==> src/design/exact_lru_frame_replacement_macros.svh <==
// Assertion macros for the exact LRU frame replacement block.
// Included by files that carry concurrent assertions; no other dependencies.
`ifndef EXACT_LRU_FRAME_REPLACEMENT_MACROS_SVH
`define EXACT_LRU_FRAME_REPLACEMENT_MACROS_SVH
`ifndef SYNTHESIS
// same-cycle implication
`define ELRU_ASSERT_IMPL(label, clk, rst, ante, cons) \
   label: assert property (@(posedge clk) disable iff (rst) (ante) |-> (cons)) \
      else $error("assertion failed: same-cycle check");
// next-cycle implication
`define ELRU_ASSERT_NEXT(label, clk, rst, ante, cons) \
   label: assert property (@(posedge clk) disable iff (rst) (ante) |=> (cons)) \
      else $error("assertion failed: next-cycle check");
`else
`define ELRU_ASSERT_IMPL(label, clk, rst, ante, cons)
`define ELRU_ASSERT_NEXT(label, clk, rst, ante, cons)
`endif
`endif

==> src/design/elru_pkg.sv <==
// Package for the exact LRU frame replacement block: sizes, action codes,
// cell control struct. No dependencies.
`timescale 1ns / 1ps
`default_nettype none
package elru_pkg;
   localparam int FRAMES  = 64;
   localparam int FRAME_W = 6;
   // frames beyond the field range can never be referenced
   localparam int SLOTS   = (FRAMES < (2 ** FRAME_W)) ? FRAMES : (2 ** FRAME_W);
   localparam int CNT_W   = $clog2(SLOTS + 1);
   localparam int LEVELS  = $clog2(SLOTS);
   localparam int PRES_N  = 2 ** FRAME_W;

   localparam logic ACT_REFERENCE = 1'b0;
   localparam logic ACT_EVICT     = 1'b1;

   typedef logic [FRAME_W-1:0] frame_type;

   typedef struct packed {
      logic shift;     // load frame from the more-recent neighbor
      logic occupied;  // slot is below the tracked count
   } cell_ctl_type;
endpackage
`default_nettype wire

==> src/design/elru_if.sv <==
// Channel interfaces (valid/ready plus payload) for request and response words.
// Depends on elru_pkg.
`timescale 1ns / 1ps
`default_nettype none
interface elru_req_if;
   import elru_pkg::*;
   logic      valid;
   logic      ready;
   logic      action;
   frame_type frame;
   modport source (output valid, output action, output frame, input ready);
   modport sink   (input valid, input action, input frame, output ready);
endinterface

interface elru_rsp_if;
   import elru_pkg::*;
   logic      valid;
   logic      ready;
   frame_type victim_frame;
   logic      victim_valid;
   logic      was_hit;
   modport source (output valid, output victim_frame, output victim_valid,
                   output was_hit, input ready);
   modport sink   (input valid, input victim_frame, input victim_valid,
                   input was_hit, output ready);
endinterface
`default_nettype wire

==> src/design/elru_cell.sv <==
// One recency slot: holds a frame number, shifts from its neighbor, compares.
// Depends on elru_pkg.
`timescale 1ns / 1ps
`default_nettype none
module elru_cell (
   input  wire logic                  clock,
   input  wire elru_pkg::cell_ctl_type ctl,
   input  wire elru_pkg::frame_type   left_frame,
   input  wire elru_pkg::frame_type   ref_frame,
   output elru_pkg::frame_type        frame_out,
   output logic                       match
);
   import elru_pkg::*;

   frame_type frame_ff;
   frame_type frame_in;

   always_comb begin
      frame_in = ctl.shift ? left_frame : frame_ff;
   end

   always_ff @(posedge clock) begin
      frame_ff <= frame_in;
   end

   assign frame_out = frame_ff;
   assign match     = ctl.occupied && (frame_ff == ref_frame);
endmodule
`default_nettype wire

==> src/design/elru_scan.sv <==
// Parallel suffix-OR over the cell match flags: bit i is set when any cell
// at index i or above matches. Depends on elru_pkg.
`timescale 1ns / 1ps
`default_nettype none
module elru_scan (
   input  wire logic [elru_pkg::SLOTS-1:0] match_vec,
   output logic      [elru_pkg::SLOTS-1:0] suffix_vec
);
   import elru_pkg::*;

   logic [SLOTS-1:0] lvl [0:LEVELS];

   assign lvl[0] = match_vec;

   for (genvar l = 0; l < LEVELS; l++) begin : g_lvl
      for (genvar i = 0; i < SLOTS; i++) begin : g_bit
         if (i + (2 ** l) < SLOTS) begin : g_or
            assign lvl[l+1][i] = lvl[l][i] | lvl[l][i + (2 ** l)];
         end else begin : g_pass
            assign lvl[l+1][i] = lvl[l][i];
         end
      end
   end

   assign suffix_vec = lvl[LEVELS];
endmodule
`default_nettype wire

==> src/design/exact_lru_frame_replacement.sv <==
// Exact LRU frame replacement top level: chain of recency cells, presence
// bitmap, response register. Depends on elru_pkg, elru_if, elru_cell, elru_scan and the assertion macros.
//
//   channel   dir   handshake       payload
//   req_bus   in    valid / ready   action, frame
//   rsp_bus   out   valid / ready   victim_frame, victim_valid, was_hit
//
// One word per cycle unless the response stalls: the cell row updates in the
// accepting cycle and the response is in the output register the cycle after.
// Throughput is set by the output register: a new word is taken whenever the
// register is empty or being drained in the same cycle.
// Reset clears the tracked count, the presence bitmap and the response valid;
// slot contents are not reset and are only read below the tracked count.
`timescale 1ns / 1ps
`default_nettype none
`include "exact_lru_frame_replacement_macros.svh"
module exact_lru_frame_replacement (
   input wire logic  clock,
   input wire logic  reset,
   elru_req_if.sink   req_bus,
   elru_rsp_if.source rsp_bus
);
   import elru_pkg::*;

   logic [CNT_W-1:0]  cnt_ff, cnt_in;
   logic [PRES_N-1:0] present_ff, present_in;
   logic              rsp_valid_ff, rsp_valid_in;
   frame_type         rsp_victim_ff, rsp_victim_in;
   logic              rsp_vvalid_ff, rsp_vvalid_in;
   logic              rsp_hit_ff, rsp_hit_in;

   logic              fire, is_evict, in_range, hit, do_ref, do_evict;
   frame_type         victim;
   logic [SLOTS-1:0]  match_vec, suffix_vec;
   frame_type         cell_frame [0:SLOTS-1];
   cell_ctl_type      cell_ctl   [0:SLOTS-1];

   assign req_bus.ready = !rsp_valid_ff || rsp_bus.ready;
   assign fire          = req_bus.valid && req_bus.ready;
   assign is_evict      = (req_bus.action == ACT_EVICT);
   assign in_range      = ({{(32-FRAME_W){1'b0}}, req_bus.frame} < 32'(FRAMES));
   assign hit           = in_range && present_ff[req_bus.frame];
   assign do_ref        = fire && !is_evict && in_range;
   assign do_evict      = fire && is_evict && (cnt_ff != '0);

   // slot 0 is most recent; the least recent sits at cnt_ff-1
   for (genvar i = 0; i < SLOTS; i++) begin : g_cell
      always_comb begin
         cell_ctl[i].occupied = (CNT_W'(i) < cnt_ff);
         cell_ctl[i].shift    = do_ref && (!hit || suffix_vec[i]);
      end

      if (i == 0) begin : g_head
         elru_cell u_cell (
            .clock      (clock),
            .ctl        (cell_ctl[i]),
            .left_frame (req_bus.frame),
            .ref_frame  (req_bus.frame),
            .frame_out  (cell_frame[i]),
            .match      (match_vec[i])
         );
      end else begin : g_body
         elru_cell u_cell (
            .clock      (clock),
            .ctl        (cell_ctl[i]),
            .left_frame (cell_frame[i-1]),
            .ref_frame  (req_bus.frame),
            .frame_out  (cell_frame[i]),
            .match      (match_vec[i])
         );
      end
   end

   elru_scan u_scan (
      .match_vec  (match_vec),
      .suffix_vec (suffix_vec)
   );

   always_comb begin
      victim = '0;
      for (int i = 0; i < SLOTS; i++) begin
         if (cnt_ff == CNT_W'(i + 1)) begin
            victim = victim | cell_frame[i];
         end
      end
   end

   always_comb begin
      cnt_in     = cnt_ff;
      present_in = present_ff;
      if (do_evict) begin
         cnt_in             = cnt_ff - CNT_W'(1);
         present_in[victim] = 1'b0;
      end else if (do_ref) begin
         if (!hit) begin
            cnt_in = cnt_ff + CNT_W'(1);
         end
         present_in[req_bus.frame] = 1'b1;
      end
   end

   always_comb begin
      rsp_valid_in  = rsp_valid_ff && !rsp_bus.ready;
      rsp_victim_in = rsp_victim_ff;
      rsp_vvalid_in = rsp_vvalid_ff;
      rsp_hit_in    = rsp_hit_ff;
      if (fire) begin
         rsp_valid_in  = 1'b1;
         rsp_victim_in = do_evict ? victim : '0;
         rsp_vvalid_in = do_evict;
         rsp_hit_in    = !is_evict && hit;
      end
   end

   always_ff @(posedge clock) begin
      if (reset) begin
         cnt_ff       <= '0;
         present_ff   <= '0;
         rsp_valid_ff <= 1'b0;
      end else begin
         cnt_ff       <= cnt_in;
         present_ff   <= present_in;
         rsp_valid_ff <= rsp_valid_in;
      end
   end

   always_ff @(posedge clock) begin
      rsp_victim_ff <= rsp_victim_in;
      rsp_vvalid_ff <= rsp_vvalid_in;
      rsp_hit_ff    <= rsp_hit_in;
   end

   assign rsp_bus.valid        = rsp_valid_ff;
   assign rsp_bus.victim_frame = rsp_victim_ff;
   assign rsp_bus.victim_valid = rsp_vvalid_ff;
   assign rsp_bus.was_hit      = rsp_hit_ff;

   `ELRU_ASSERT_IMPL(a_cnt_bound, clock, reset, 1'b1, cnt_ff <= CNT_W'(SLOTS))
   `ELRU_ASSERT_IMPL(a_cnt_bitmap, clock, reset, 1'b1, $countones(present_ff) == int'(cnt_ff))
   `ELRU_ASSERT_IMPL(a_hit_agree, clock, reset, do_ref, hit == (|match_vec))
   `ELRU_ASSERT_NEXT(a_evict_dec, clock, reset, do_evict, cnt_ff == $past(cnt_ff) - CNT_W'(1))
endmodule
`default_nettype wire
==> src/flat_wrapper.sv <==
// flat-port wrapper written by rule: the top's interface ports become plain ports
module exact_lru_frame_replacement_flat import elru_pkg::*;
  (clock, reset, req_bus_valid, req_bus_action, req_bus_frame, req_bus_ready, rsp_bus_valid, rsp_bus_victim_frame, rsp_bus_victim_valid, rsp_bus_was_hit, rsp_bus_ready);
  elru_req_if req_bus_i ();
  elru_rsp_if rsp_bus_i ();
  input wire logic clock;
  input wire logic reset;
  input wire logic [$bits(req_bus_i.valid)-1:0] req_bus_valid;
  input wire logic [$bits(req_bus_i.action)-1:0] req_bus_action;
  input wire logic [$bits(req_bus_i.frame)-1:0] req_bus_frame;
  output wire logic [$bits(req_bus_i.ready)-1:0] req_bus_ready;
  output wire logic [$bits(rsp_bus_i.valid)-1:0] rsp_bus_valid;
  output wire logic [$bits(rsp_bus_i.victim_frame)-1:0] rsp_bus_victim_frame;
  output wire logic [$bits(rsp_bus_i.victim_valid)-1:0] rsp_bus_victim_valid;
  output wire logic [$bits(rsp_bus_i.was_hit)-1:0] rsp_bus_was_hit;
  input wire logic [$bits(rsp_bus_i.ready)-1:0] rsp_bus_ready;
  assign req_bus_i.valid = req_bus_valid;
  assign req_bus_i.action = req_bus_action;
  assign req_bus_i.frame = req_bus_frame;
  assign req_bus_ready = req_bus_i.ready;
  assign rsp_bus_valid = rsp_bus_i.valid;
  assign rsp_bus_victim_frame = rsp_bus_i.victim_frame;
  assign rsp_bus_victim_valid = rsp_bus_i.victim_valid;
  assign rsp_bus_was_hit = rsp_bus_i.was_hit;
  assign rsp_bus_i.ready = rsp_bus_ready;
  exact_lru_frame_replacement u_core (.clock(clock), .reset(reset), .req_bus(req_bus_i), .rsp_bus(rsp_bus_i));
endmodule
==> config.mk <==
export PLATFORM = sky130hd
export DESIGN_NAME = exact_lru_frame_replacement_flat
export DESIGN_NICKNAME = d
export VERILOG_FILES = /design/src/design/elru_pkg.sv /design/src/design/elru_if.sv /design/src/design/elru_cell.sv /design/src/design/elru_scan.sv /design/src/design/exact_lru_frame_replacement.sv /design/src/flat_wrapper.sv
export VERILOG_INCLUDE_DIRS = /design/src /design/src/design
export SDC_FILE = /design/constraint.sdc
export NUM_CORES = 1
export LEC_CHECK = 0
export ABC_CLOCK_PERIOD_IN_PS = 5000
export BUFFER_PORTS_ARGS = -buffer_cell sky130_fd_sc_hd__buf_4
export CAP_MARGIN = 30
export CORE_UTILIZATION = 50
export CTS_BUF_LIST = sky130_fd_sc_hd__clkbuf_2
export CTS_CLUSTER_DIAMETER = 120
export DETAILED_ROUTE_END_ITERATION = 8
export HOLD_SLACK_MARGIN = 0.15
export PLACE_DENSITY = 0.63
export REMOVE_ABC_BUFFERS = 1
export SLEW_MARGIN = 20
export SYNTH_ARGS = -nofsm -noshare
export SYNTH_HDL_FRONTEND = slang
export SYNTH_SLANG_ARGS = --single-unit
==> constraint.sdc <==
create_clock -name clock -period 5 [get_ports clock]
set_clock_uncertainty 0.1 [all_clocks]
set_input_delay 1 -clock clock [delete_from_list [all_inputs] [get_ports clock]]
set_output_delay 1 -clock clock [all_outputs]
set_load 0.05 [all_outputs]
# == Word-level counts from Yosys, hierarchy flattened ==
# Cells that the tools add are included.
# classes
add_sub_neg,2
mul,0
n_div,0
order_cmp,68
eq_ne,129
shifts,0
muxes,76
bitwise,387
n_reduce_logical,208
# op_table
operator,count
== test 6 bit,64
two-way mux 6 bit,64
OR 6 bit,63
OR 1 bit,321
== test 7 x 6 -> 1 bit (second input constant),32
less-than comparator 6 x 7 -> 1 bit (first input constant),32
logical AND 1 bit,136
two-way mux 64 bit,2
== test 7 x 5 -> 1 bit (second input constant),16
less-than comparator 5 x 7 -> 1 bit (first input constant),16
logical OR 1 bit,65
AND 64 bit,1
NOT 64 bit,1
OR 64 bit,1
== test 7 x 4 -> 1 bit (second input constant),8
less-than comparator 4 x 7 -> 1 bit (first input constant),8
== test 7 x 3 -> 1 bit (second input constant),4
less-than comparator 3 x 7 -> 1 bit (first input constant),4
two-way mux 7 bit,3
== test 7 x 2 -> 1 bit (second input constant),2
less-than comparator 1 x 7 -> 1 bit (first input constant),2
less-than comparator 2 x 7 -> 1 bit (first input constant),2
less-than comparator 6 x 7 -> 1 bit (second input constant),2
demux 1 bit (select 6 bit),2
other kinds (12),19
# word_totals
register_bits,464
latch_bits,0
ramBits,0
rom_bits,0
inputBits,11
output_inout_bits,10
memories,0

# == Depth between registers and ports, before layout ==
# Gate-level depths: netlist of the first run.
# logic_depth
depth_word,135
ltp_mapped,17

# == Cells and area by module ==
# From an unflattened synthesis of the first run, not the netlist that was laid out.
# hier_totals
hier_cells,2286
area_unflattened_um2,25512.0
# by_module_without_submodules
module,instances,cells_per_inst,area_each_um2
elru_cell,64,14,251.5
exact_lru_frame_replacement,1,1256,8587.0
elru_scan,1,134,829.5

# == Worst setup path after synthesis of the first run ==
# No wires, ideal clock.
# synth_path
kind,input to register
start,input req_bus_frame[4]
end,"register u_core.g_cell[0].g_head.u_cell.frame_ff[0], enable pin"
setup_time_ps,373
arrival_ps,3765
slack_ps,762
cell_stages,13
path_buffers,6
path_cell_list,buf_2 > buf_4 > buf_2 > buf_2 > buf_2 > xnor2_1 > nand3_1 > a2111oi_0 > nor3_1 > nand2_1 > nor2_1 > buf_2 > a41oi_1
# synth_rtl
item,line_no,text
"start, declared",flat_wrapper.sv:10,input wire logic [$bits(req_bus_i.frame)-1:0] req_bus_frame;
"end signal, assigned",elru_cell.sv:23,frame_ff <= frame_in;
"end, declared",elru_cell.sv:15,frame_type frame_ff;

==> results of run 1 <==
-- sequential cells by signal (all words and copies together) (netlist names) --
register,flops
u_core.rsp_bus.victim_frame,6
u_core.rsp_bus.was_hit,1
u_core.present_ff,64
u_core.rsp_bus.victim_valid,1
u_core.g_cell.g_head.u_cell.frame_out,6
u_core.cnt_ff,7
u_core.g_cell.g_body.u_cell.frame_out,378
u_core.rsp_bus.valid,1
-- logic make-up after synthesis --
| group | count (synthesis) |
|---|---|
| and+or+nand+nor | 668 |
| DFF | 464 |
| AOI/OAI and AO/OA | 398 |
| xor gates and xnor gates | 387 |
| buffers and inverters | 192 |
| muxes | 62 |
| adders and majority gates | 6 |
-- layout by cell type, fill, tap and decap left out, drive strengths merged, types with 13 or more instances in the layout --
master and count:
a2111oi 13, a211oi 76, a21oi 108, a22oi 20, a31oi 55, a32oi 25
and2 21, and3 41, buf 172, clkbuf 179, clkinv 18, dfxtp 72
edfxtp 392, inv 23, mux2 23, mux2i 30, nand2 49, nand3 154
nand4 97, nor2 79, nor3 58, nor4 64, o21ai 19, xnor2 138
xor2 249
-- worst max-delay path, cell delays in order, from the launching register on --
cell and delay [ps]:
dfxtp_2 670, buf_4 310, nor4b_4 270, nand2_1 310, nand3_1 240, o211ai_1 150
nor4_1 650, nor3b_2 970, a41oi_1 610
-- cell type report --
| cell class | count | share of cell area (%) |
|---|---|---|
| Antenna cell | 5 | 0.0451 |
| Clock buffer | 178 | 3.21 |
| Clock inverter | 22 | 0.518 |
| Inverter | 22 | 0.297 |
| Multi-Input combinational cell | 1521 | 39.7 |
| Sequential cell | 464 | 47.6 |
| Tap cell | 664 | 2.99 |
| Timing Repair Buffer | 177 | 5.67 |
-- report_power, final --
| group | leakage [uW] | switching, uW | internal [uW] | total [uW] |
|---|---|---|---|---|
| sequential | 0.00423 | 328 | 4380 | 4710 |
| clock | 0.000803 | 1620 | 1040 | 2660 |
| combinational | 0.00448 | 2410 | 971 | 3380 |
-- stage by stage --
stage	setup TNS (ps)	std cells	hold WS, ps	power (uW)
6_report	0	3053	303	10700
5_1_grt	0	3052	280	11000
4_1_cts	0	3047	197	10600
3_5_place_dp	0	2843	386	7970
3_3_place_gp	0	2842	382	7960
2_1_floorplan	-2630	2007	362	6190
-- repair_timing --
item,4_1_cts,5_1_grt
hold buffers,4,0
setup buffers,0,0
hold endpoints to repair,18,0
-- Yosys cell counts, drive strengths merged (58+ instances only) --
cell type | instances | area (um2)
a211oi | 76 | 571
a21oi | 108 | 548
buf | 104 | 637
clkbuf | 66 | 248
dfxtp | 72 | 1440
edfxtp | 392 | 11800
nand3 | 154 | 771
nand4 | 97 | 607
nor2 | 79 | 304
nor3 | 58 | 360
nor4 | 64 | 443
xnor2 | 138 | 1210
xor2 | 249 | 2180
-- layer usage --
| metal | track usage [%] | vias up |
|---|---|---|
| li1 | - | 8689 |
| met1 | 61.3 | 10700 |
| met2 | 64.1 | 1895 |
| met3 | 12.8 | 396 |
| met4 | 25.8 | 8 |
| met5 | 0 | - |
-- path summary, 6_finish.rpt --
| kind | slack (ps) | endpoint | start |
|---|---|---|---|
| setup / recovery | 240 | u_core.g_cell[11].g_body.u_cell.frame_out[1] | u_core.cnt_ff[4] |
| hold / removal | 300 | u_core.g_cell[40].g_body.u_cell.frame_out[5] | u_core.g_cell[39].g_body.u_cell.frame_out[5] |
| setup reg to reg | 240 | u_core.g_cell[11].g_body.u_cell.frame_out[1] | u_core.cnt_ff[4] |
| hold reg to reg | 300 | u_core.g_cell[40].g_body.u_cell.frame_out[5] | u_core.g_cell[39].g_body.u_cell.frame_out[5] |
==> results.py, run 1 <==
metrics = {
    "run_status": {
        "status": "finished clean",
    },
    "yosys": {
        "synth_mux_area_share_pct": 3.04,
        "synth_seq_cells": 464,
        "synth_top_family_by_area": "simple AND/OR/NAND/NOR gates",
        "syn_avg_cell_area_um2": 11.5,
        "synth_edf_count": 392,
        "syn_area_um2": 25100,
        "synth_xor_area_share_pct": 13.5,
        "synthFlopType": "edfxtp_1",
        "yosys_warnings": 0,
        "synth_compound_area_share_pct": 11.0,
        "syn_inst": 2177,
        "yosysUniqueCellTypes": 86,
        "yosys.area_share.simple_pct": 15.7,
        "synthAdderAreaFrac_pct": 0.299,
        "async_flop_share_pct": 0,
        "ys_seq_area_share_pct": 52.7,
    },
    "floorplanning": {
        "fp.dieH_um": 226,
        "start_util_pct": 50.9,
        "core_um2": 49300,
        "die-area_um2": 51100,
        "ios": 21,
        "num_rows": 81,
        "dieWidth_um": 226,
    },
    "job": {
        "cap_violations": 0,
    },
    "detailed_routing": {
        "highest_layer": "met5",
        "vias": 21700,
        "drc": 0,
        "dr_wl_met3_mm": 14.9,
        "met2WireLength_mm": 47.4,
        "wl_mm": 115,
        "vias_per_cell": 7.12,
        "ant_nets": 0,
        "drt-initial-drc-count": 3752,
        "wl_met1_mm": 44.4,
        "post_drt_wl_per_cell_um": 37.6,
        "dr.pass1.iters": 7,
    },
    "cts": {
        "cts_tree": "built",
        "cts_root_buffer": "clkbuf_2",
        "cts.sinks": 464,
        "cts_made_buffers": 117,
        "cts_htree_levels": 3,
        "clk_path_buf_depth": 3,
        "cts-resized-gates": 0,
        "clock_latency_ps": 1280,
        "cts.reportedPaths.clkPinSlew_ps": 110,
    },
    "cells_and_area": {
        "fin_nets": 2320,
        "syn2layout_area_growth_pct": 10.7,
        "fin_area_um2": 27800,
        "multi_input_area_um2": 11000,
        "fillers": 4278,
        "seq_area_um2": 13200,
        "drive_above_1_share_pct": 18.6,
        "fin_util_pct": 56.4,
    },
    "place": {
        "gp_congestion": 1.09,
        "dpl_worst_slack_ps": 118,
        "portBuffers": 20,
        "dp_hpwl_mm": 86.8,
        "placed_area_um2": 26700,
    },
    "power_and_ir_drop": {
        "power.density_nw_per_um2": 387,
        "total_leakage_power_uw": 0.00952,
        "ir_worst_vdd_mv": 0.237,
    },
    "timing": {
        "finalMaxSlewViolations": 0,
        "fin_ws_ps": 243,
        "worst_slew_pin_slew_ps": 1070,
        "rsz0062_at_grt": "no",
        "min_period_ps": 4760,
        "fmax_mhz": 210,
        "max-slew-margin-rel_pct": 27.9,
        "period_share_pct": 95.1,
        "hold_viol_final": 0,
        "setup_viol_count_final": 0,
    },
    "global_routing": {
        "overflow": 0,
        "grt_pass1_vias": 20300,
        "grt_pass1_wl_mm": 158,
        "grt_usage_pct": 45.1,
        "antenna_found_initial": 11,
        "grt_max_degree": 75,
    },
    "min_path": {
        "hold_class": "reg2reg",
        "min_path_cells": 0,
    },
    "setup_path": {
        "crit_arrival_ps": 5440,
        "worstSetupPathType": "reg2reg",
        "reg2reg_depth": 8,
        "critPathRequiredTime_ps": 5690,
        "start_kind": "register",
        "endpoint_kind": "register",
        "path_max_fanout": 13,
    },
}
Power figures use the tool's default switching activity.
==> run 2, diff against run 1 <==
- BUFFER_PORTS_ARGS: -buffer_cell sky130_fd_sc_hd__buf_4 -> -buffer_cell sky130_fd_sc_hd__buf_2
==> results.py, run 2 (synthesis gave the netlist of run 1 again) <==
metrics = {
    "run_status": {
        "status": "finished clean",
    },
    "timing": {
        "min_period_ps": 4840,
        "fmax_mhz": 207,
        "hold_viol_final": 0,
        "finalMaxSlewViolations": 0,
        "worst_slew_pin_slew_ps": 1110,
        "period_share_pct": 96.8,
        "setup_tns_ps": 0,
        "setup_viol_count_final": 0,
        "max-slew-margin-rel_pct": 25.9,
        "fin_ws_ps": 160,
        "rsz0062_at_grt": "no",
    },
    "setup_path": {
        "worstSetupPathType": "reg2reg",
        "crit_family": "simple AND/OR/NAND/NOR gates",
        "endpoint_kind": "register",
        "cp_common_cell": "buf_4",
        "critPathRequiredTime_ps": 5910,
        "path_max_fanout": 21,
        "start_kind": "register",
        "crit_arrival_ps": 5750,
        "crit_path_max_incr_delay_ps": 740,
        "cp.buffers_inverters": 3,
        "worst_path_max_delay_cell": "nor3_2",
        "path_cells": "buf_4 -> nor4_2 -> buf_4 -> and3_1 -> a221o_1 -> nor4_1 -> o2111ai_1 -> buf_4 -> nor3_2 -> a211oi_1",
    },
    "cts": {
        "cts.reportedPaths.clkPinSlew_ps": 100,
        "cts_made_buffers": 115,
        "cts_setup_buffers": 0,
        "cts_htree_levels": 3,
        "cts.sinks": 464,
        "cts-resized-gates": 0,
        "cts_tree": "built",
        "cts_root_buffer": "clkbuf_2",
        "clock_latency_ps": 1270,
        "clk_path_buf_depth": 3,
    },
    "power_and_ir_drop": {
        "ir_worst_vdd_mv": 0.204,
        "power.density_nw_per_um2": 384,
        "fin_total_pwr_uw": 10600,
        "total_leakage_power_uw": 0.00935,
    },
    "floorplanning": {
        "fp.dieH_um": 226,
        "ios": 21,
        "die-area_um2": 51100,
        "start_util_pct": 50.9,
        "core_um2": 49300,
        "num_rows": 81,
        "dieWidth_um": 226,
    },
    "detailed_routing": {
        "drt-initial-drc-count": 3895,
        "vias_per_cell": 7.10,
        "drc": 0,
        "vias": 21600,
        "ant_nets": 0,
        "wl_mm": 109,
        "post_drt_wl_per_cell_um": 35.8,
        "dr.pass1.iters": 7,
    },
    "global_routing": {
        "grt_pass1_wl_mm": 152,
        "grt_max_degree": 50,
        "grt-busiest-layer": "met2",
        "grt_usage_pct": 42.8,
        "antenna_found_initial": 8,
        "overflow": 0,
        "use_met2_pct": 60.9,
        "grt_pass1_vias": 20400,
        "use_met3_pct": 13.0,
        "grt_util_met1_pct": 57.6,
    },
    "cells_and_area": {
        "finalNonFillerCells": 3044,
        "fin_util_pct": 55.7,
        "final_cell_mix": "392 x edfxtp_1, 249 x xor2_1, 165 x clkbuf_2",
        "final_common_cell": "edfxtp_1",
        "drive_above_1_share_pct": 17.5,
        "fin_nets": 2298,
        "largest_reg_flops": 378,
        "syn2layout_area_growth_pct": 9.40,
    },
    "place": {
        "dp_hpwl_mm": 81.3,
        "placedCellCount": 2822,
        "dpl_worst_slack_ps": 246,
        "gp_congestion": 1.15,
        "portBuffers": 20,
    },
    "min_path": {
        "hold_class": "in2reg",
    },
    "job": {
        "cap_violations": 0,
    },
}
==> run 2: power by group <==
group	internal [uW]	switching, uW
combinational	945	2360
clock	943	1590
sequential	4380	335
==> run 2: metrics by stage <==
stage,area [um2],hold slack [ps]
floorplan,24200,362
global placement,26400,385
detailed placement,26400,386
CTS,27400,173
global route,27400,216
finish,27400,248
==> run 2: path summary, 6_finish.rpt <==
check                           cells past startpoint  slack [ps]                                            to                                          from
worst max-delay path                               10         160                         u_core.present_ff[45]                              u_core.cnt_ff[4]
worst min-delay path                                2         250                              u_core.cnt_ff[0]                                         reset
worst max register to register                     10         160                         u_core.present_ff[45]                              u_core.cnt_ff[4]
worst min register to register                      0         380  u_core.g_cell[26].g_body.u_cell.frame_out[4]  u_core.g_cell[25].g_body.u_cell.frame_out[4]
==> run 2: final cells by class <==
cell class / instances / area (um2)
Clock inverter: 45 / 209
Inverter: 22 / 82.6
Clock buffer: 164 / 821
Fill cell: 4394 / 21800
Tap cell: 664 / 831
Antenna cell: 7 / 17.5
Multi-Input combinational cell: 1521 / 11000
Sequential cell: 464 / 13200
Timing Repair Buffer: 157 / 1270
==> run 2: metal layers <==
metal | vias to the layer above | routed length (um)
met5 | - | 17
met1 | 10600 | 40800
met3 | 409 | 15500
met2 | 1933 | 45200
met4 | 4 | 7330
li1 | 8642 | -
==> run 2: repair_timing <==
action                                  in CTS  in global routing
endpoints found under the hold margin        4                  0
endpoints found under the setup margin       0                  0
hold buffers                                 3                  0
==> run 2: worst register-to-register path, stage by stage, from the launching register on <==
cell and delay, ps:
dfxtp_2 710, buf_4 300, nor4_2 50, buf_4 250, and3_1 320, a221o_1 530, nor4_1 630, o2111ai_1 480
buf_4 300, nor3_2 740, a211oi_1 190
